`src/hdl/dsh_pkg.sv`:
```
package dsh_pkg;

    // Fixed formats: heights Q15.8, amplitude Q10.8
    localparam int H_W    = 24;
    localparam int SUM_W  = 26;
    localparam int AMP_W  = 18;
    localparam int OFF_W  = 20;
    localparam int FRAC_W = 16;
    localparam int CFG_W  = 10;

    localparam logic [CFG_W-1:0] START_AMP_RESET = 10'd300;

    // Reciprocals of three: exact floor for operands below 2^25 and 2^19
    localparam logic [23:0] RECIP3_SUM = 24'hAAAAAB;
    localparam int          RECIP3_SUM_SH = 25;
    localparam logic [18:0] RECIP3_AMP = 19'h2AAAB;
    localparam int          RECIP3_AMP_SH = 19;

    localparam logic signed [H_W-1:0] H_MAX = 24'sh7FFFFF;
    localparam logic signed [H_W-1:0] H_MIN = 24'sh800000;

    // Pass codes
    localparam logic [1:0] PH_CENTRE = 2'd0;
    localparam logic [1:0] PH_ROW    = 2'd1;
    localparam logic [1:0] PH_COL    = 2'd2;

    // Per-point control travelling from the front to the back
    typedef struct packed {
        logic signed [OFF_W-1:0] offset;   // displacement less a third of amplitude
        logic                    three;    // average over three neighbours
        logic                    done;     // last point of the map
        logic                    first;    // first point of the map
        logic [3:0]              nb_use;   // neighbour is stored (not a corner, in map)
    } dsh_ctl_t;

endpackage

```
`src/hdl/dsh_front.sv`:
```
module dsh_front #(
    parameter int SIDE_LOG2 = 8,
    localparam int CW   = SIDE_LOG2 + 1,
    localparam int SIDE = (1 << SIDE_LOG2) + 1,
    localparam int AW   = $clog2(SIDE * SIDE)
) (
    input  logic                              aclk,
    input  logic                              aresetn,
    input  logic [dsh_pkg::CFG_W-1:0]         start_amplitude,
    input  logic                              s_valid,
    output logic                              s_ready,
    input  logic [dsh_pkg::FRAC_W-1:0]        s_noise_fraction,
    input  logic                              s_restart,
    output logic                              push_valid,
    input  logic                              push_ready,
    output logic [CW-1:0]                     push_row,
    output logic [CW-1:0]                     push_col,
    output logic [AW-1:0]                     push_addr,
    output logic [3:0][AW-1:0]                push_nb,
    output dsh_pkg::dsh_ctl_t                 push_ctl
);

    localparam logic [CW-1:0] N0   = CW'(1 << (SIDE_LOG2 - 1));
    localparam logic [CW-1:0] LAST = CW'(SIDE - 1);
    localparam logic [CW:0]   SIDE_X = (CW+1)'(SIDE);

    logic [CW-1:0]                half_reg, half_next;
    logic [1:0]                   phase_reg, phase_next;
    logic [CW-1:0]                row_reg, row_next;
    logic [CW-1:0]                col_reg, col_next;
    logic [dsh_pkg::AMP_W-1:0]    amp_reg, amp_next;
    logic                         first_reg, first_next;

    logic [CW-1:0]                n, r, c, n_half;
    logic [1:0]                   ph;
    logic [dsh_pkg::AMP_W-1:0]    amp;
    logic [CW:0]                  r_plus, c_plus, r_step, c_step;
    logic [CW-1:0]                rm, rp, cm, cp;
    logic                         r_lo_ok, r_hi_ok, c_lo_ok, c_hi_ok;
    logic [3:0][CW-1:0]           nr, nc;
    logic [3:0]                   nb_ok;
    logic                         three, done, accept;
    logic [33:0]                  disp_prod;
    logic [36:0]                  third_prod;
    logic [dsh_pkg::AMP_W-1:0]    disp, third;

    function automatic logic is_corner(input logic [CW-1:0] rr, input logic [CW-1:0] cc);
        is_corner = ((rr == '0) || (rr == LAST)) && ((cc == '0) || (cc == LAST));
    endfunction

    function automatic logic [AW-1:0] lin_addr(input logic [CW-1:0] rr,
                                               input logic [CW-1:0] cc);
        lin_addr = AW'({rr, {SIDE_LOG2{1'b0}}}) + AW'(rr) + AW'(cc);
    endfunction

    assign accept     = s_valid && push_ready;
    assign s_ready    = push_ready;
    assign push_valid = s_valid;

    // Restart overrides the cursor with a fresh map
    always_comb begin
        if (s_restart) begin
            n   = N0;
            ph  = dsh_pkg::PH_CENTRE;
            r   = N0;
            c   = N0;
            amp = {start_amplitude, 8'b0};
        end else begin
            n   = half_reg;
            ph  = phase_reg;
            r   = row_reg;
            c   = col_reg;
            amp = amp_reg;
        end
    end

    assign r_plus  = {1'b0, r} + {1'b0, n};
    assign c_plus  = {1'b0, c} + {1'b0, n};
    assign r_lo_ok = (r >= n);
    assign c_lo_ok = (c >= n);
    assign r_hi_ok = (r_plus < SIDE_X);
    assign c_hi_ok = (c_plus < SIDE_X);
    assign rm      = r - n;
    assign cm      = c - n;
    assign rp      = r_plus[CW-1:0];
    assign cp      = c_plus[CW-1:0];

    always_comb begin
        case (ph)
            dsh_pkg::PH_CENTRE: begin
                nr = {rp, rp, rm, rm};
                nc = {cm, cp, cp, cm};
                nb_ok = {r_hi_ok && c_lo_ok, r_hi_ok && c_hi_ok,
                         r_lo_ok && c_hi_ok, r_lo_ok && c_lo_ok};
                three = 1'b0;
            end
            dsh_pkg::PH_ROW: begin
                nr = {rp, rm, r, r};
                nc = {c, c, cm, cp};
                nb_ok = {r_hi_ok, r_lo_ok, c_lo_ok, c_hi_ok};
                three = !r_lo_ok || !r_hi_ok;
            end
            default: begin
                nr = {r, r, rp, rm};
                nc = {cp, cm, c, c};
                nb_ok = {c_hi_ok, c_lo_ok, r_hi_ok, r_lo_ok};
                three = !c_lo_ok || !c_hi_ok;
            end
        endcase
    end

    assign disp_prod  = 34'(s_noise_fraction) * 34'(amp);
    assign third_prod = 37'(amp) * 37'(dsh_pkg::RECIP3_AMP);
    assign disp       = disp_prod[33:16];
    assign third      = third_prod[dsh_pkg::RECIP3_AMP_SH +: dsh_pkg::AMP_W];

    always_comb begin
        for (int i = 0; i < 4; i++) begin
            push_nb[i]         = lin_addr(nr[i], nc[i]);
            push_ctl.nb_use[i] = nb_ok[i] && !is_corner(nr[i], nc[i]);
        end
        push_ctl.offset = $signed({2'b00, disp}) - $signed({2'b00, third});
        push_ctl.three  = three;
        push_ctl.done   = done;
        push_ctl.first  = s_restart || first_reg;
    end

    assign push_row        = r;
    assign push_col        = c;
    assign push_addr       = lin_addr(r, c);

    // Advance the cursor: columns inner, rows outer, then pass, then level
    assign c_step = {1'b0, c} + ({1'b0, n} << 1);
    assign r_step = {1'b0, r} + ({1'b0, n} << 1);
    assign n_half = n >> 1;

    always_comb begin
        half_next  = n;
        phase_next = ph;
        row_next   = r;
        col_next   = c;
        amp_next   = amp;
        first_next = 1'b0;
        done       = 1'b0;
        if (c_step < SIDE_X) begin
            col_next = c_step[CW-1:0];
        end else begin
            col_next = (ph == dsh_pkg::PH_COL) ? '0 : n;
            if (r_step < SIDE_X) begin
                row_next = r_step[CW-1:0];
            end else begin
                case (ph)
                    dsh_pkg::PH_CENTRE: begin
                        phase_next = dsh_pkg::PH_ROW;
                        row_next   = '0;
                        col_next   = n;
                    end
                    dsh_pkg::PH_ROW: begin
                        phase_next = dsh_pkg::PH_COL;
                        row_next   = n;
                        col_next   = '0;
                    end
                    default: begin
                        if (n_half == '0) begin
                            done       = 1'b1;
                            half_next  = N0;
                            phase_next = dsh_pkg::PH_CENTRE;
                            row_next   = N0;
                            col_next   = N0;
                            amp_next   = {start_amplitude, 8'b0};
                            first_next = 1'b1;
                        end else begin
                            half_next  = n_half;
                            phase_next = dsh_pkg::PH_CENTRE;
                            row_next   = n_half;
                            col_next   = n_half;
                            amp_next   = amp >> 1;
                        end
                    end
                endcase
            end
        end
    end

    always_ff @(posedge aclk) begin
        if (!aresetn) begin
            half_reg  <= N0;
            phase_reg <= dsh_pkg::PH_CENTRE;
            row_reg   <= N0;
            col_reg   <= N0;
            amp_reg   <= {dsh_pkg::START_AMP_RESET, 8'b0};
            first_reg <= 1'b1;
        end else if (accept) begin
            half_reg  <= half_next;
            phase_reg <= phase_next;
            row_reg   <= row_next;
            col_reg   <= col_next;
            amp_reg   <= amp_next;
            first_reg <= first_next;
        end
    end

endmodule

```
`config.mk`:
```
export PLATFORM = sky130hd
export DESIGN_NAME = dsh_front
export DESIGN_NICKNAME = d
export VERILOG_FILES = /design/src/hdl/dsh_pkg.sv /design/src/hdl/dsh_front.sv
export SDC_FILE = /design/constraint.sdc
export NUM_CORES = 2
export LEC_CHECK = 0
export BUFFER_PORTS_ARGS = -buffer_cell sky130_fd_sc_hd__buf_4
export CAP_MARGIN = 10
export CELL_PAD_IN_SITES_DETAIL_PLACEMENT = 1
export CELL_PAD_IN_SITES_GLOBAL_PLACEMENT = 1
export CORE_MARGIN = 2
export CORE_UTILIZATION = 45
export DETAILED_ROUTE_END_ITERATION = 10
export GPL_TIMING_DRIVEN = 0
export PLACE_DENSITY_LB_ADDON = 0.3
export SETUP_SLACK_MARGIN = 0.02
export SYNTH_ARGS = -nofsm -noshare
export SYNTH_HDL_FRONTEND = slang
export SYNTH_SLANG_ARGS = --single-unit
```
`constraint.sdc`:
```
create_clock -name aclk -period 22.4 [get_ports aclk]
set_input_delay 2.24 -clock aclk [delete_from_list [all_inputs] [get_ports aclk]]
set_output_delay 2.24 -clock aclk [all_outputs]
set_load 0.02 [all_outputs]
```
# --- Word-level counts from Yosys, hierarchy flattened ---
# Cells that the tools add are included.
# Widths: inputs -> output; s select.
totals:
  wordCells: 115
  in_bits: 31
  out_inout_bits: 132
  regBits: 48
op_classes:
  mux: 31
  add_sub_neg: 17
  n_eq_ne: 10
  n_lt_le_gt_ge: 6
  multipliers: 2
  reduce_logical: 43
ops:
  columns: ["op", "n"]
  rows:
  - ["$add 17x9->17", 10]
  - ["$pmux 36 s2", 2]
  - ["$mux 9", 11]
  - ["$mux 18", 5]
  - ["$logic_not 9->1", 9]
  - ["$eq 9x9->1 const B", 8]
  - ["$lt 10x9->1 const B", 4]
  - ["$mul 18x18->36 const B", 1]
  - ["$pmux 9 s2", 2]
  - ["$mul 16x18->34", 1]
  - ["$add 9x10->10", 2]
  - ["$add 9x9->10", 2]
  - ["$sub 18x17->19", 1]
  - ["$ge 9x9->1", 2]
  - ["$sub 9x9->9", 2]
  - ["$logic_and 1x1->1", 13]
  - ["$logic_or 1x1->1", 11]
  - ["$logic_not 1->1", 8]
  - ["$mux 8", 1]
  - ["$pmux 4 s2", 1]
  - ["$mux 2", 3]
  - ["$mux 1", 4]
  - ["$pmux 2 s2", 1]
  - ["$eq 2x1->1 const B", 1]
  - ["other kinds (4)", 4]

# --- Depth between registers and ports, before layout ---
depth:
  word_depth: 8
  depth_mapped: 43
  mapped_depth_nobuf: 35

# --- Worst setup path before layout ---
# No wires, ideal clock.
synth_path:
  path_type: "input-to-output"
  start: "in s_restart"
  end: "out push_ctl[26] in the netlist's numbering"
  path_buffers: 7
  stages: 39
  setup_slack_ns: 8.781
  required_ns: 20.160
  arrival_time_ns: 11.379
  cell_sequence: "buf_6 -> clkbuf_1 -> buf_2 -> buf_2 -> buf_1 -> mux2i_1 -> inv_1 -> clkbuf_1 -> nand2_1 -> fa_1 -> fa_1 -> fa_1 -> fa_1 -> inv_1 -> fa_1 -> inv_1 -> fa_1 -> inv_1 -> (+3 left out) -> a221o_1 -> a31oi_1 -> nor2b_1 -> nor2_1 -> xnor2_1 -> ha_1 -> a21o_1 -> a21oi_1 -> o21bai_1 -> a21oi_1 -> o21bai_1 -> a21oi_1 -> nor2_1 -> o21ai_0 -> a21oi_1 -> o311a_1 -> nor3_1 -> buf_4"
synth_rtl:
  columns: ["element", "line_no", "rtl"]
  rows:
  - ["from (decl)", "dsh_front.sv:13", "input logic s_restart,"]
  - ["to (decl)", "dsh_front.sv:20", "output dsh_pkg::dsh_ctl_t push_ctl"]

==> metrics.md <==
| Metric | Value |
|---|---|
| Status | `finished clean` |
| Slew headroom | `0.164` |
| Multi-input logic area | `20500 µm²` |
| Post-Syn Instances | `2896` |
| #FFs+latches synth | `48` |
| Port bufs | `156` |
| GP Congestion | `0.965` |
| Initial antenna violation count | `2` |
| Final Hold Fails | `0` |
| Vias in the first global route | `24.1k` |
| I/O pin cnt | `163` |
| Synth unique cells | `a little under 80` |
| First-pass GRT wire length | `136000 µm` |
| Fmax achieved | `roughly 58 MHz` |
| Syn nets | `3688` |
| Share of cells above drive strength 1 | `0.0722` |
| Final ANT Viol Nets | `0` |
| Top_reg_cell synth | `dfxtp_1` |
| Syn Std Cell Area | `24100 µm²` |
| Hold Crit Class | `reg2reg` |
| Yosys warnings | `0` |
| Die H | `235 µm` |
| Fin nets | `3851` |
| Residual DRC | `0` |
| Final number of setup-violating endpoints | `0` |
| CP Data Arrival Time | `14.95 ns` |
| RSZ-0062 raised after global routing | `false` |
| Fill cell count | `6436` |
| Max-Cap Viols | `0` |
| Root buffer cell | `clkbuf_16` |
| Post-DP HPWL | `73400 µm` |
| Drt first pass iters | `6` |
| Total track usage | `0.314` |
| Critical Path Start Type | `input pin` |
| Asr flop ratio synth | `0` |
| Top Family by Delay on Critical Path | `adder cells` |
| TNS Setup | `0 ns` |
| Largest register FFs | `18` |
| Via density | `5.75` |
| Post-synthesis sequential area ratio | `0.0399` |
| Drt total wl | `around 86000 µm` |
| Worst skew pair latency | `0.30 ns` |
| Routed wire per std cell | `22.9 µm` |
| Max-slew violation count | `0` |
| Worst-path clk slew | `0.07 ns` |
| Postcts setup bufs | `0` |
| CTS resizes | `0` |
| Maximum root-to-sink buffer count | `2` |
| Fin crit share | `0.768` |
| Die Span X | `roughly 240 µm` |
| TritonCTS Buffers | `5` |
| Slew at the pin closest to its max-slew limit | `1.25 ns` |
| CP Class | `in2out` |
| Num Clock Sinks | `48` |
| Most common cell on crit path | `fa_1` |
| CTS tree | `yes` |
| Core footprint | `52800 µm²` |
| H-Tree Level Count | `2` |
| GRT overflow | `0` |
| Most frequent cells in the layout | `inv_1 (561), ha_1 (412), fa_1 (349)` |
| Commonest non-fill, non-tap cell in the layout | `inv_1` |
| Worst path slowest cell | `clkbuf_1` |
| Clock Skew | `0.00923 ns` |
| Initial DRC Count | `between 1k and 1.5k` |
| FF/Latch Area | `961 µm²` |
| CP max stage delay | `0.92 ns` |
| Critical path peak fanout | `14` |
| Synth Area per Inst | `a little over 8 µm²` |
| Area Growth Syn to Fin | `9.15%` |
| Post-layout min period | `between 15 and 20 ns` |
| DR vias | `21.5k` |
| FP Rows | `84` |
| Worst EP required | `20.16 ns` |
| Initial Utilization | `0.456` |
| Hold buffer count at cts | `0` |
| Die footprint | `roughly 55000 µm²` |
| EDFF count, synth | `0` |
| Pin count of the biggest net entering global routing | `16` |
| Buf/Inv on CP | `14` |
| Crit end category | `output port` |
[Yosys cell counts (all sizes together), types with 30 or more instances]
library cell,n,area [µm²]
buf,40,223
clkbuf,66,248
nor2,159,614
nor2b,47,294
o21bai,36,270
a21o,30,225
o21ai,84,420
xnor2,113,990
ha,412,5150
a21oi,150,751
and2,134,841
nand3,35,175
nand2,275,1040
fa,349,6990
inv,563,2110
dfxtp,48,961
xor2,43,384
[cell families (layout without fill, tap and decap cells)]
logic type	after synthesis	after routing	share of synthesized area
and+or+nand+nor	768	768	0.155
adders and majority gates	761	761	0.505
buffers and inverters	669	833	0.107
AOI/OAI and AO/OA	477	477	0.129
xor gates and xnor gates	156	156	0.0571
DFF	48	48	0.0399
muxes	17	17	0.00738
other	0	2	0
[worst min-delay path, delay by kind of cell (launching register included)]
family         cells  cell delay (ns)
AO/OA/AOI/OAI      2             0.11
flip-flops         1             0.34
[final timing paths]
kind	startpoint	to	slack (ns)	cells past startpoint
max	s_restart	push_ctl[26]	5.21	42
min	first_reg	first_reg	0.48	2
max reg2reg	row_reg[2]	col_reg[2]	17.57	13
min reg2reg	first_reg	first_reg	0.48	2
[cell type report]
type	instances	share of cell area
Antenna cell	2	0.000191
Clock inverter	2	0.00133
Tap cell	688	0.0328
Sequential cell	48	0.0366
Multi-Input combinational cell	2179	0.781
Inverter	563	0.0805
Buffer	106	0.0179
Timing Repair Buffer	156	0.0446
Clock buffer	6	0.00491
[per-stage QoR]
step / util / cells / worst slack (ns) / instance area, µm² / hold WS [ns]
floorplan: - / 2896 / 8.78 / 24100 / 0.431
global placement: 0.495 / 3740 / 5.65 / 26100 / 0.454
detailed placement: 0.495 / 3740 / 5.47 / 26100 / 0.474
CTS: 0.498 / 3748 / 5.44 / 26300 / 0.491
global route: 0.498 / 3749 / 4.63 / 26300 / 0.511
finish: 0.498 / 3750 / 5.21 / 26300 / 0.482
[routing by layer]
metal / track usage / vias to the layer above / routed length (µm)
li1: - / 9647 / -
met1: 0.389 / 10900 / 34400
met2: 0.550 / 763 / 41800
met3: 0.0524 / 209 / 5880
met4: 0.115 / 2 / 3590
met5: 0 / - / 13
Power is left out: the tool's default activity adds up to more than one toggle a clock period on the data nets, which glitch-free logic cannot reach.
