--- src/hdl/dsh_fifo.sv ---
module dsh_fifo #(
    parameter int WIDTH = 32,
    parameter int DEPTH = 4,
    localparam int PW = $clog2(DEPTH)
) (
    input  logic             aclk,
    input  logic             aresetn,
    input  logic             push_valid,
    output logic             push_ready,
    input  logic [WIDTH-1:0] push_data,
    output logic             pop_valid,
    input  logic             pop_ready,
    output logic [WIDTH-1:0] pop_data
);

    logic [WIDTH-1:0] mem [DEPTH];
    logic [PW-1:0]    wr_ptr_reg, wr_ptr_next;
    logic [PW-1:0]    rd_ptr_reg, rd_ptr_next;
    logic [PW:0]      count_reg, count_next;
    logic             do_push, do_pop;

    assign push_ready = (count_reg != (PW+1)'(DEPTH));
    assign pop_valid  = (count_reg != '0);
    assign pop_data   = mem[rd_ptr_reg];
    assign do_push    = push_valid && push_ready;
    assign do_pop     = pop_valid && pop_ready;

    always_comb begin
        wr_ptr_next = wr_ptr_reg;
        rd_ptr_next = rd_ptr_reg;
        count_next  = count_reg;
        if (do_push) begin
            wr_ptr_next = (wr_ptr_reg == PW'(DEPTH-1)) ? '0 : wr_ptr_reg + 1'b1;
        end
        if (do_pop) begin
            rd_ptr_next = (rd_ptr_reg == PW'(DEPTH-1)) ? '0 : rd_ptr_reg + 1'b1;
        end
        if (do_push && !do_pop) begin
            count_next = count_reg + 1'b1;
        end else if (!do_push && do_pop) begin
            count_next = count_reg - 1'b1;
        end
    end

    always_ff @(posedge aclk) begin
        if (!aresetn) begin
            wr_ptr_reg <= '0;
            rd_ptr_reg <= '0;
            count_reg  <= '0;
        end else begin
            wr_ptr_reg <= wr_ptr_next;
            rd_ptr_reg <= rd_ptr_next;
            count_reg  <= count_next;
        end
    end

    always_ff @(posedge aclk) begin
        if (do_push) begin
            mem[wr_ptr_reg] <= push_data;
        end
    end

endmodule

--- config.mk ---
export PLATFORM = sky130hd
export DESIGN_NAME = dsh_fifo
export DESIGN_NICKNAME = d
export VERILOG_FILES = /design/src/hdl/dsh_fifo.sv
export SDC_FILE = /design/constraint.sdc
export NUM_CORES = 1
export LEC_CHECK = 0
export ABC_CLOCK_PERIOD_IN_PS = 3100
export BUFFER_PORTS_ARGS = -buffer_cell sky130_fd_sc_hd__buf_2
export CAP_MARGIN = 15
export CORE_MARGIN = 5
export CORE_UTILIZATION = 30
export DETAILED_ROUTE_END_ITERATION = 10
export SETUP_SLACK_MARGIN = 0.5
export SYNTH_ARGS = -nofsm -noshare
export SYNTH_HDL_FRONTEND = slang
export SYNTH_SLANG_ARGS = --single-unit
--- constraint.sdc ---
create_clock -name aclk -period 3.1 [get_ports aclk]
set_input_delay 0.62 -clock aclk [delete_from_list [all_inputs] [get_ports aclk]]
set_output_delay 0.62 -clock aclk [all_outputs]
set_load 0.03 [all_outputs]
# == After elaboration in Yosys (flattened, before gate mapping) ==
# Memory sizes are Yosys's and may differ from the RTL's. A register that Yosys moved wholly into a read port is not among the register bits.
# Index checks and enable logic that the tools add are counted.
# Widths: inputs -> output; s select.
# word_totals
regBits,7
ramBits,128
output_inout_bits,34
memories,1
# mem_list
memory,words,word_bits,rd,rd_clocked_by_memory_dff,wr,line_no,text
mem,4,32,1,1,1,16,logic [WIDTH-1:0] mem [DEPTH];
# classes
addsub,4
n_eq_ne,3
muxes,8
reduce_logical,8
# ops
operator,n
$mux 2,4
$mux 3,2
$add 2x1->2 const B,2
$eq 2x2->1 const B,2
$logic_and 1x1->1,4
$add 3x1->3 const B,1
$ne 3x3->1 const B,1
$reduce_bool 3->1,1
$sub 3x1->3 const B,1
$logic_not 1->1,2
$mux 1,2
$reduce_bool 2->1,1

# == Longest topological paths before layout ==
# Gate-level depths: netlist of run 1.
# logic_depth
depth_word,6
mapped_depth,9
ltp_nobuf,8

# == Least setup slack after synthesis of run 1 ==
# No wires, ideal clock.
# synth_path
path_kind,flip-flop to flip-flop
from,register count_reg[0]
to,register count_reg[2]
setup_time_ns,0.076
arrival_ns,2.128
setup_slack_ns,0.896
path_stages_with_launch,8
n_path_buf,0
period_less_slack_ns,2.204
cell_sequence,dfxtp_1 o31ai_1 ha_1 inv_1 fa_1 xor2_1 or3_2 a21boi_0
# synth_via
elab_chain_len,5
elab_cells_between_ends,13
classes_between,add/sub (2); eq/ne (1); mux (2); reduce/logical (8)
# synth_rtl
element,line_no,text
from (decl),19,"logic [PW:0] count_reg, count_next;"
from (signal assigned),53,count_reg <= count_next;
branches (longest 5 deep; another with $sub 3x1->3),--,
# Parallel ways; which one is timed is not known. The select of a mux whose other input is x is not followed.
# A chain may end at the register's enable or synchronous reset.

==> metrics.csv, run 1 <==
metric,value,unit
status,"finished, final reports clean",
critPathMaxStageDelay,0.57,ns
worstPathArrival,1.80,ns
die_area,19690,um2
power.density,932.2,nW/um2
r2r_cells,8,
hp-start,push_data[10],
antenna_found_initial,1,
critPathTopFamily,multiplexers,
reg2reg_slack,0.77,ns
row_count,47,
synthesis.nets,261,
largest_reg_flops,128,
peakVddDrop,392.9,uV
post-synth-top-area-fraction,0.7544,
final_nets,345,
max_slew_margin,0.3729,
finalPower,5.945,mW
dieWidth,140.3,um
cts_buffers,17,
cpMaxStageDelayCell,mux4_2,
grt_use_total,0.1024,
p_comb_frac,0.233,
clock_sinks,137,
drt_iter0_drc,136,
hold_class,input pin to flip-flop,
p_clk_frac,0.374,
synth_cell_type_count,28,
r2r-end,count_reg[2]$_SDFFE_PN0P_,
hpwl,5.920,mm
cts_tree,built,
worst_pin_slew,0.9406,ns
root_buffer,clkbuf_16,
final.setup.tns,0,ns
clk_transition_reported_paths,0.06,ns
seq_power_share,0.393,
routed_wl,9.368,mm
drc,0,
worst-path-buf-inv,2,
grt_start_max_net_pins,33,
timing.rr.start,count_reg[0]$_SDFFE_PN0P_,
syn_area,5095,um2
io_buffers,69,
fp.dieH,140.3,um
crit_type,flip-flop to output port,
routabilityCongestion,0.6614,
htreeDepth,4,
drv_cap,0,
ys_seq_area_frac,0.7898,
setup_viol_count_final,0,
cp_num_cells,3,
grt_overflow,0,
p_int,4.286,mW
crit_fanout,13,
worstSetupEndpoint,pop_data[18],
synth.avg_cell_area,23.37,um2
layout_commonest_cell,edfxtp_1,
period_needed,2.417,ns
switching_share,0.2790,
stdcell_count,534,
start_util,0.3061,
required,2.48,ns
io_pins,70,
vias_per_cell,4.433,
vias,2367,
place_inst,503,
clock_skew,0.009408,ns
synthToLayoutAreaGrowth,25.17,%
hold_violations,0,
drtAntennaViolNets,0,
fmax,0.4138,GHz
synth_warnings,0,
start_kind,flip-flop,
p_leak,2.171,nW
ys_top_cells_by_area,"edfxtp_1, mux4_2, dfxtp_1",
grt_pass1_vias,2726,
synth_top_area_cell,edfxtp_1,
grt_pass1_wl,14.88,mm
crit_chain,"buf_4, mux4_2, buf_2",
n_antenna_cell,0,
core-area,16640,um2
firstDrtPassIters,4,
clock_path_buffers,2,
finalCritPeriodShare,0.7796,
worstSkewPairLatency,0.41,ns
rsz0062_at_grt,no,
final_max_slew_viol_count,0,
end_kind,output port,
final_cell_mix,"edfxtp_1, buf_2, mux4_2",
drive_gt1_frac,0.4586,
postSynthCellCount,218,
power.net_switching,1.659,mW
wl_per_cell,17.54,um
ys_ff_latch,137,
==> worst reg2reg max path: stages, from the launching register on <==
cell and delay [ns]:
dfxtp_1 0.44, or3b_1 0.25, and2_4 0.19, ha_1 0.18
inv_1 0.06, fa_1 0.37, xor2_1 0.18, or3_2 0.40
a21boi_0 0.18
==> routing by layer <==
layer	global-route usage	wire, um	vias up
li1	-	-	1077
met1	0.1171	3793	1217
met2	0.1719	4904	55
met3	0.04397	519	16
met4	0.03672	136	2
met5	0	13	-
==> power groups by stage <==
stage          clock, mW  combinational, mW  sequential (mW)
6_report            2.22               1.38             2.34
5_1_grt             2.37               1.49             2.36
4_1_cts             2.27               1.42             2.34
3_5_place_dp           0               1.41             2.38
3_3_place_gp           0               1.40             2.36
2_1_floorplan          0               1.05             2.34
==> cell type report <==
class	instances	area, um2
multi-input combinational	69	1011
tap	220	275.3
fill	1500	10260
sequential	137	4026
inverter	3	11.26
clock inverter	12	221.5
clock buffer	19	432.9
timing repair buffer	74	399.1
==> worst min path at each step <==
| stage | slack, ns | endpoint | cells after the start |
|---|---|---|---|
| finish | 0.42 | mem[2][10]$_DFFE_PP_ | 1 |
| global route | 0.40 | mem[2][10]$_DFFE_PP_ | 1 |
| CTS | 0.40 | mem[0][11]$_DFFE_PP_ | 1 |
| detailed placement | 0.50 | wr_ptr_reg[1]$_SDFFE_PN0P_ | 2 |
| global placement | 0.49 | wr_ptr_reg[1]$_SDFFE_PN0P_ | 2 |
| floorplan | 0.47 | wr_ptr_reg[1]$_SDFFE_PN0P_ | 2 |
==> synth_stat cells <==
| cell type | count |
|---|---|
| ha_1 | 6 |
| o21ai_1 | 1 |
| nand3_1 | 2 |
| buf_4 | 3 |
| and2_4 | 1 |
| nand4_1 | 1 |
| mux4_2 | 32 |
| inv_1 | 3 |
| nor2b_1 | 1 |
| o21ai_0 | 3 |
| xor2_1 | 1 |
| fa_1 | 1 |
| o31ai_1 | 1 |
| and3_2 | 4 |
| mux2i_1 | 2 |
| nor2_1 | 2 |
| buf_1 | 3 |
| nand2_1 | 5 |
| or3b_1 | 1 |
| clkbuf_1 | 1 |
| or3_2 | 2 |
| edfxtp_1 | 128 |
| a21boi_0 | 1 |
| xnor2_1 | 1 |
| buf_6 | 1 |
| and2_1 | 1 |
| dfxtp_1 | 9 |
| buf_2 | 1 |
==> kinds of logic (layout without fill, tap and decap cells) <==
| family | after synthesis | after routing | share of synthesized area |
|---|---|---|---|
| muxes | 34 | 34 | 0.1454 |
| adders and majority gates | 7 | 7 | 0.01866 |
| buffers and inverters | 12 | 108 | 0.01277 |
| xor gates and xnor gates | 2 | 2 | 0.003439 |
| DFF | 137 | 137 | 0.7898 |
| AOI/OAI and AO/OA | 6 | 6 | 0.006876 |
| and+or+nand+nor | 20 | 20 | 0.02309 |
==> what timing repair did <==
action                                 in CTS  in global routing
endpoints found under the hold margin       0                  0
setup endpoints to repair                   0                  9
buffers inserted                            0                  0
resized for setup                           0                  2
hold buffers                                0                  0
==> per-stage QoR <==
step / utilization / hold slack, ns / worst slack [ns] / cell area [um2]
floorplan: - / 0.4677 / 0.8960 / 5095
CTS: 0.3827 / 0.3966 / 0.5350 / 6369
finish: 0.3832 / 0.4238 / 0.6832 / 6377
global route: 0.3832 / 0.3963 / 0.5659 / 6377
global placement: 0.3434 / 0.4922 / 0.7413 / 5714
detailed placement: 0.3434 / 0.5000 / 0.6384 / 5714
(Power assumes the default switching activity.)
==> run 2: changes to the inputs <==
--- a/config.mk
+++ b/config.mk
@@ -5,7 +5,7 @@
 export SDC_FILE = /design/constraint.sdc
 export NUM_CORES = 1
 export LEC_CHECK = 0
-export ABC_CLOCK_PERIOD_IN_PS = 3100
+export ABC_CLOCK_PERIOD_IN_PS = 2500
 export BUFFER_PORTS_ARGS = -buffer_cell sky130_fd_sc_hd__buf_2
 export CAP_MARGIN = 15
 export CORE_MARGIN = 5
==> constraint.sdc (replaced) <==
create_clock -name aclk -period 2.5 [get_ports aclk]
set_input_delay 0.5 -clock aclk [delete_from_list [all_inputs] [get_ports aclk]]
set_output_delay 0.5 -clock aclk [all_outputs]
set_load 0.03 [all_outputs]
==> metrics.csv, run 2 (synthesized netlist as in run 1, its figures left out) <==
metric,value,unit
drv_cap,0,
fin_util,0.3843,
cp_num_cells,3,
timing.rr.start,count_reg[2]$_SDFFE_PN0P_,
core-area,16640,um2
placed_area,5761,um2
synthToLayoutAreaGrowth,25.52,%
cts_buffers,17,
worstPathArrival,1.70,ns
max_slew_margin,0.3890,
vias,2352,
timing.hold.ws,0.3044,ns
drt_iter0_drc,83,
fin_area,6395,um2
finalPower,7.099,mW
setup_viol_count_final,0,
routabilityCongestion,0.6118,
io_buffers,69,
clk_transition_reported_paths,0.06,ns
period_needed,2.202,ns
stdcell_count,539,
finalCritPeriodShare,0.8809,
final_cell_mix,"edfxtp_1, buf_2, mux4_2",
drive_gt1_frac,0.4953,
required,2.00,ns
r2r_cells,8,
n_antenna_cell,0,
critPathTopFamily,multiplexers,
clock_sinks,137,
clock_path_buffers,2,
setup_ws,0.2977,ns
fmax,0.4541,GHz
cts_tree,built,
worstSkewPairLatency,0.41,ns
hp-start,push_data[5],
critPathMaxStageDelay,0.52,ns
grt_pass1_wl,14.53,mm
antenna_found_initial,0,
grt_pass1_vias,2627,
place_inst,502,
hold_violations,0,
cpMaxStageDelayCell,mux4_2,
crit_chain,"buf_12, mux4_2, buf_2",
worst_pin_slew,0.9165,ns
largest_reg_flops,128,
cts_hold_buf,0,
pre_cts_ws,0.4622,ns
start_util,0.3061,
grt_overflow,0,
worst-path-buf-inv,2,
wl_per_cell,17.24,um
dieWidth,140.3,um
final.setup.tns,0,ns
row_count,47,
die_area,19690,um2
grt_use_total,0.1001,
clock_skew,0.007854,ns
crit_type,flip-flop to output port,
drc,0,
final_nets,350,
drtAntennaViolNets,0,
routed_wl,9.295,mm
fp.dieH,140.3,um
root_buffer,clkbuf_16,
layout_commonest_cell,edfxtp_1,
final_max_slew_viol_count,0,
status,"finished, final reports clean",
vias_per_cell,4.364,
power.density,1110,nW/um2
hpwl,5.653,mm
holdPathStages,1,
n_fill_cell,1543,
rsz0062_at_grt,yes,
grt_start_max_net_pins,33,
htreeDepth,4,
p_leak,2.161,nW
hold_class,input pin to flip-flop,
firstDrtPassIters,4,
crit_fanout,14,
end_kind,output port,
start_kind,flip-flop,
peakVddDrop,445.4,uV
io_pins,70,
-- run 2: worst paths after layout --
check	endpoint	slack (ns)
hold reg to reg	wr_ptr_reg[1]$_SDFFE_PN0P_	0.50
setup / recovery	pop_data[11]	0.30
setup reg to reg	count_reg[2]$_SDFFE_PN0P_	0.52
hold / removal	mem[1][5]$_DFFE_PP_	0.30
-- run 2: routing by layer --
layer | wire length (um) | track usage | vias to the layer above
met4 | 162 | 0.04284 | 0
met2 | 4829 | 0.1643 | 55
li1 | - | - | 1084
met5 | 0 | 0 | -
met3 | 471 | 0.04090 | 13
met1 | 3832 | 0.1160 | 1200
-- run 2: report_power, final --
part           internal, mW  switching (mW)  total (mW)
clock                  1.35           0.898        2.25
sequential             2.81           0.108        2.92
combinational         0.826            1.11        1.93
total                  4.99            2.11        7.10
-- run 2: area by class of cell --
| type | count | area (um2) | share of cell area |
|---|---|---|---|
| clock buffers | 18 | 429.2 | 0.06711 |
| clock inverters | 13 | 106.4 | 0.01663 |
| inverters | 3 | 11.26 | 0.001761 |
| multi-input cells | 69 | 1052 | 0.1645 |
| flip-flops and latches | 137 | 4040 | 0.6318 |
| well taps | 220 | 275.3 | 0.04304 |
| repair buffers | 79 | 480.5 | 0.07513 |
-- run 2: repair_timing --
action / 4_1_cts / 5_1_grt
buffers inserted: 4 / 2
endpoints found under the setup margin: 33 / 34
pin swaps: 1 / 2
cloned: 0 / 0
resized for setup: 11 / 7
-- run 2: worst reg2reg max path: stages, from the launching register on --
cell and delay (ns):
dfxtp_4 0.36, or3b_4 0.25, and2_4 0.16, ha_4 0.15
inv_2 0.04, fa_2 0.34, xor2_2 0.16, or3_4 0.33
a21boi_2 0.13
==> run 3: changes to the inputs <==
--- a/config.mk
+++ b/config.mk
@@ -5,11 +5,12 @@
 export SDC_FILE = /design/constraint.sdc
 export NUM_CORES = 1
 export LEC_CHECK = 0
-export ABC_CLOCK_PERIOD_IN_PS = 2500
+export ABC_CLOCK_PERIOD_IN_PS = 2100
 export BUFFER_PORTS_ARGS = -buffer_cell sky130_fd_sc_hd__buf_2
 export CAP_MARGIN = 15
 export CORE_MARGIN = 5
 export CORE_UTILIZATION = 30
+export CTS_BUF_LIST = sky130_fd_sc_hd__clkbuf_4
 export DETAILED_ROUTE_END_ITERATION = 10
 export SETUP_SLACK_MARGIN = 0.5
 export SYNTH_ARGS = -nofsm -noshare
==> constraint.sdc (replaced) <==
create_clock -name aclk -period 2.1 [get_ports aclk]
set_input_delay 0.42 -clock aclk [delete_from_list [all_inputs] [get_ports aclk]]
set_output_delay 0.42 -clock aclk [all_outputs]
set_load 0.03 [all_outputs]
==> metrics.csv, run 3 (synthesized netlist as in run 1, its figures left out) <==
metric,value,unit
layout_commonest_cell,edfxtp_1,
cts_tree,built,
hpwl,6.208,mm
power.density,1179,nW/um2
cpMaxStageDelayCell,mux4_2,
htreeDepth,4,
violations,negative setup slack,
start_kind,flip-flop,
r2r-end,count_reg[2]$_SDFFE_PN0P_,
placed_area,5828,um2
final_nets,381,
drive_gt1_frac,0.5473,
met3_length,536,um
critPathMaxStageDelay,0.55,ns
crit_type,flip-flop to output port,
worstSkewPairLatency,0.52,ns
hold_path_end,mem[0][31]$_DFFE_PP_,
required,1.68,ns
final.setup.tns,-3.778,ns
antenna_found_initial,0,
final_cell_mix,"edfxtp_1, buf_6, buf_2",
worst_pin_slew,0.3172,ns
clock_path_buffers,2,
fin_area,7005,um2
period_needed,2.253,ns
vias,2523,
final_max_slew_viol_count,0,
r2r_cells,8,
top_layer,met4,
start_util,0.3061,
status,"finished, violations left",
grt_start_max_net_pins,19,
peakVddDrop,759.7,uV
max_slew_margin,0.7886,
setup_ws,-0.1527,ns
routed_wl,10.90,mm
clock_sinks,137,
cts_hold_buf,0,
hold_class,input pin to flip-flop,
drt_iter0_drc,119,
fp.dieH,140.3,um
crit_chain,"buf_12, mux4_2, buf_6",
firstDrtPassIters,4,
grt_pass1_vias,2830,
core-area,16640,um2
routabilityCongestion,0.7071,
fmax,0.4439,GHz
dieWidth,140.3,um
cts_buffers,17,
drtAntennaViolNets,0,
critPathTopFamily,multiplexers,
crit_fanout,17,
io_pins,70,
clock_skew,0.01285,ns
met2WireLength,5.460,mm
grt_overflow,0,
finalCritPeriodShare,1.073,
drc,0,
die_area,19690,um2
reg2reg_slack,0.10,ns
grt_pass1_wl,16.69,mm
n_fill_cell,1476,
synthToLayoutAreaGrowth,37.50,%
p_leak,2.395,nW
root_buffer,clkbuf_4,
wl_met1,4.770,mm
io_buffers,69,
hold_violations,0,
grt_use_total,0.1180,
holdPathStages,1,
end_kind,output port,
worst-path-buf-inv,2,
timing.rr.start,count_reg[1]$_SDFFE_PN0P_,
n_antenna_cell,0,
row_count,47,
wl_per_cell,19.16,um
setup_viol_count_final,32,
drv_cap,0,
clk_transition_reported_paths,0.11,ns
hp-start,push_data[31],
worstPathArrival,1.83,ns
vias_per_cell,4.434,
largest_reg_flops,128,
rsz0062_at_grt,yes,
run 3: cell type report:
| cell class | count | area (um2) | area share |
|---|---|---|---|
| multi-input cells | 69 | 1071 | 0.1529 |
| well taps | 220 | 275.3 | 0.03929 |
| clock inverters | 13 | 132.6 | 0.01893 |
| inverters | 3 | 11.26 | 0.001607 |
| clock buffers | 17 | 127.6 | 0.01822 |
| flip-flops and latches | 137 | 4040 | 0.5767 |
| repair buffers | 110 | 1348 | 0.1924 |
run 3: metrics by stage:
step	util	hold WS (ns)	power (mW)	worst slack [ns]	instances
after detailed placement	0.3502	0.5120	5.765	0.04575	511
after global placement	0.3502	0.4969	5.711	0.1481	511
after CTS	0.4168	0.03923	8.375	-0.2321	565
after floorplan	-	0.4677	5.156	0.1171	218
final	0.4209	0.1001	8.259	-0.1527	569
after global routing	0.4209	0.002236	8.707	-0.2956	569
run 3: layer usage:
metal  vias to the layer above  GRT usage
met5                         -          0
met4                         0    0.03774
met3                        11    0.04772
met2                        62     0.1852
met1                      1295     0.1501
li1                       1155          -
run 3: report_power, final:
| group | internal [mW] | total (mW) | leakage, nW | switching (mW) |
|---|---|---|---|---|
| registers | 3.33 | 3.45 | 1.25 | 0.115 |
| clock network | 0.683 | 1.59 | 0.135 | 0.909 |
| logic | 1.68 | 3.22 | 1.01 | 1.54 |
run 3: how the worst max path moves through the flow:
stage / start / to / slack (ns) / depth (start not counted)
floorplan: count_reg[0]$_SDFFE_PN0P_ / count_reg[2]$_SDFFE_PN0P_ / 0.12 / 9
global placement: count_reg[1]$_SDFFE_PN0P_ / count_reg[2]$_SDFFE_PN0P_ / 0.15 / 7
detailed placement: count_reg[1]$_SDFFE_PN0P_ / count_reg[2]$_SDFFE_PN0P_ / 0.05 / 7
CTS: flip-flop / pop_data[2] / -0.23 / 3
global route: flip-flop / pop_data[2] / -0.30 / 3
finish: flip-flop / pop_data[2] / -0.15 / 3
run 3: repair_timing:
| item | CTS | global route |
|---|---|---|
| pin swaps | 8 | 1 |
| setup buffers | 11 | 2 |
| setup endpoints to repair | 164 | 164 |
| resized for setup | 117 | 1 |
| cloned | 13 | 2 |
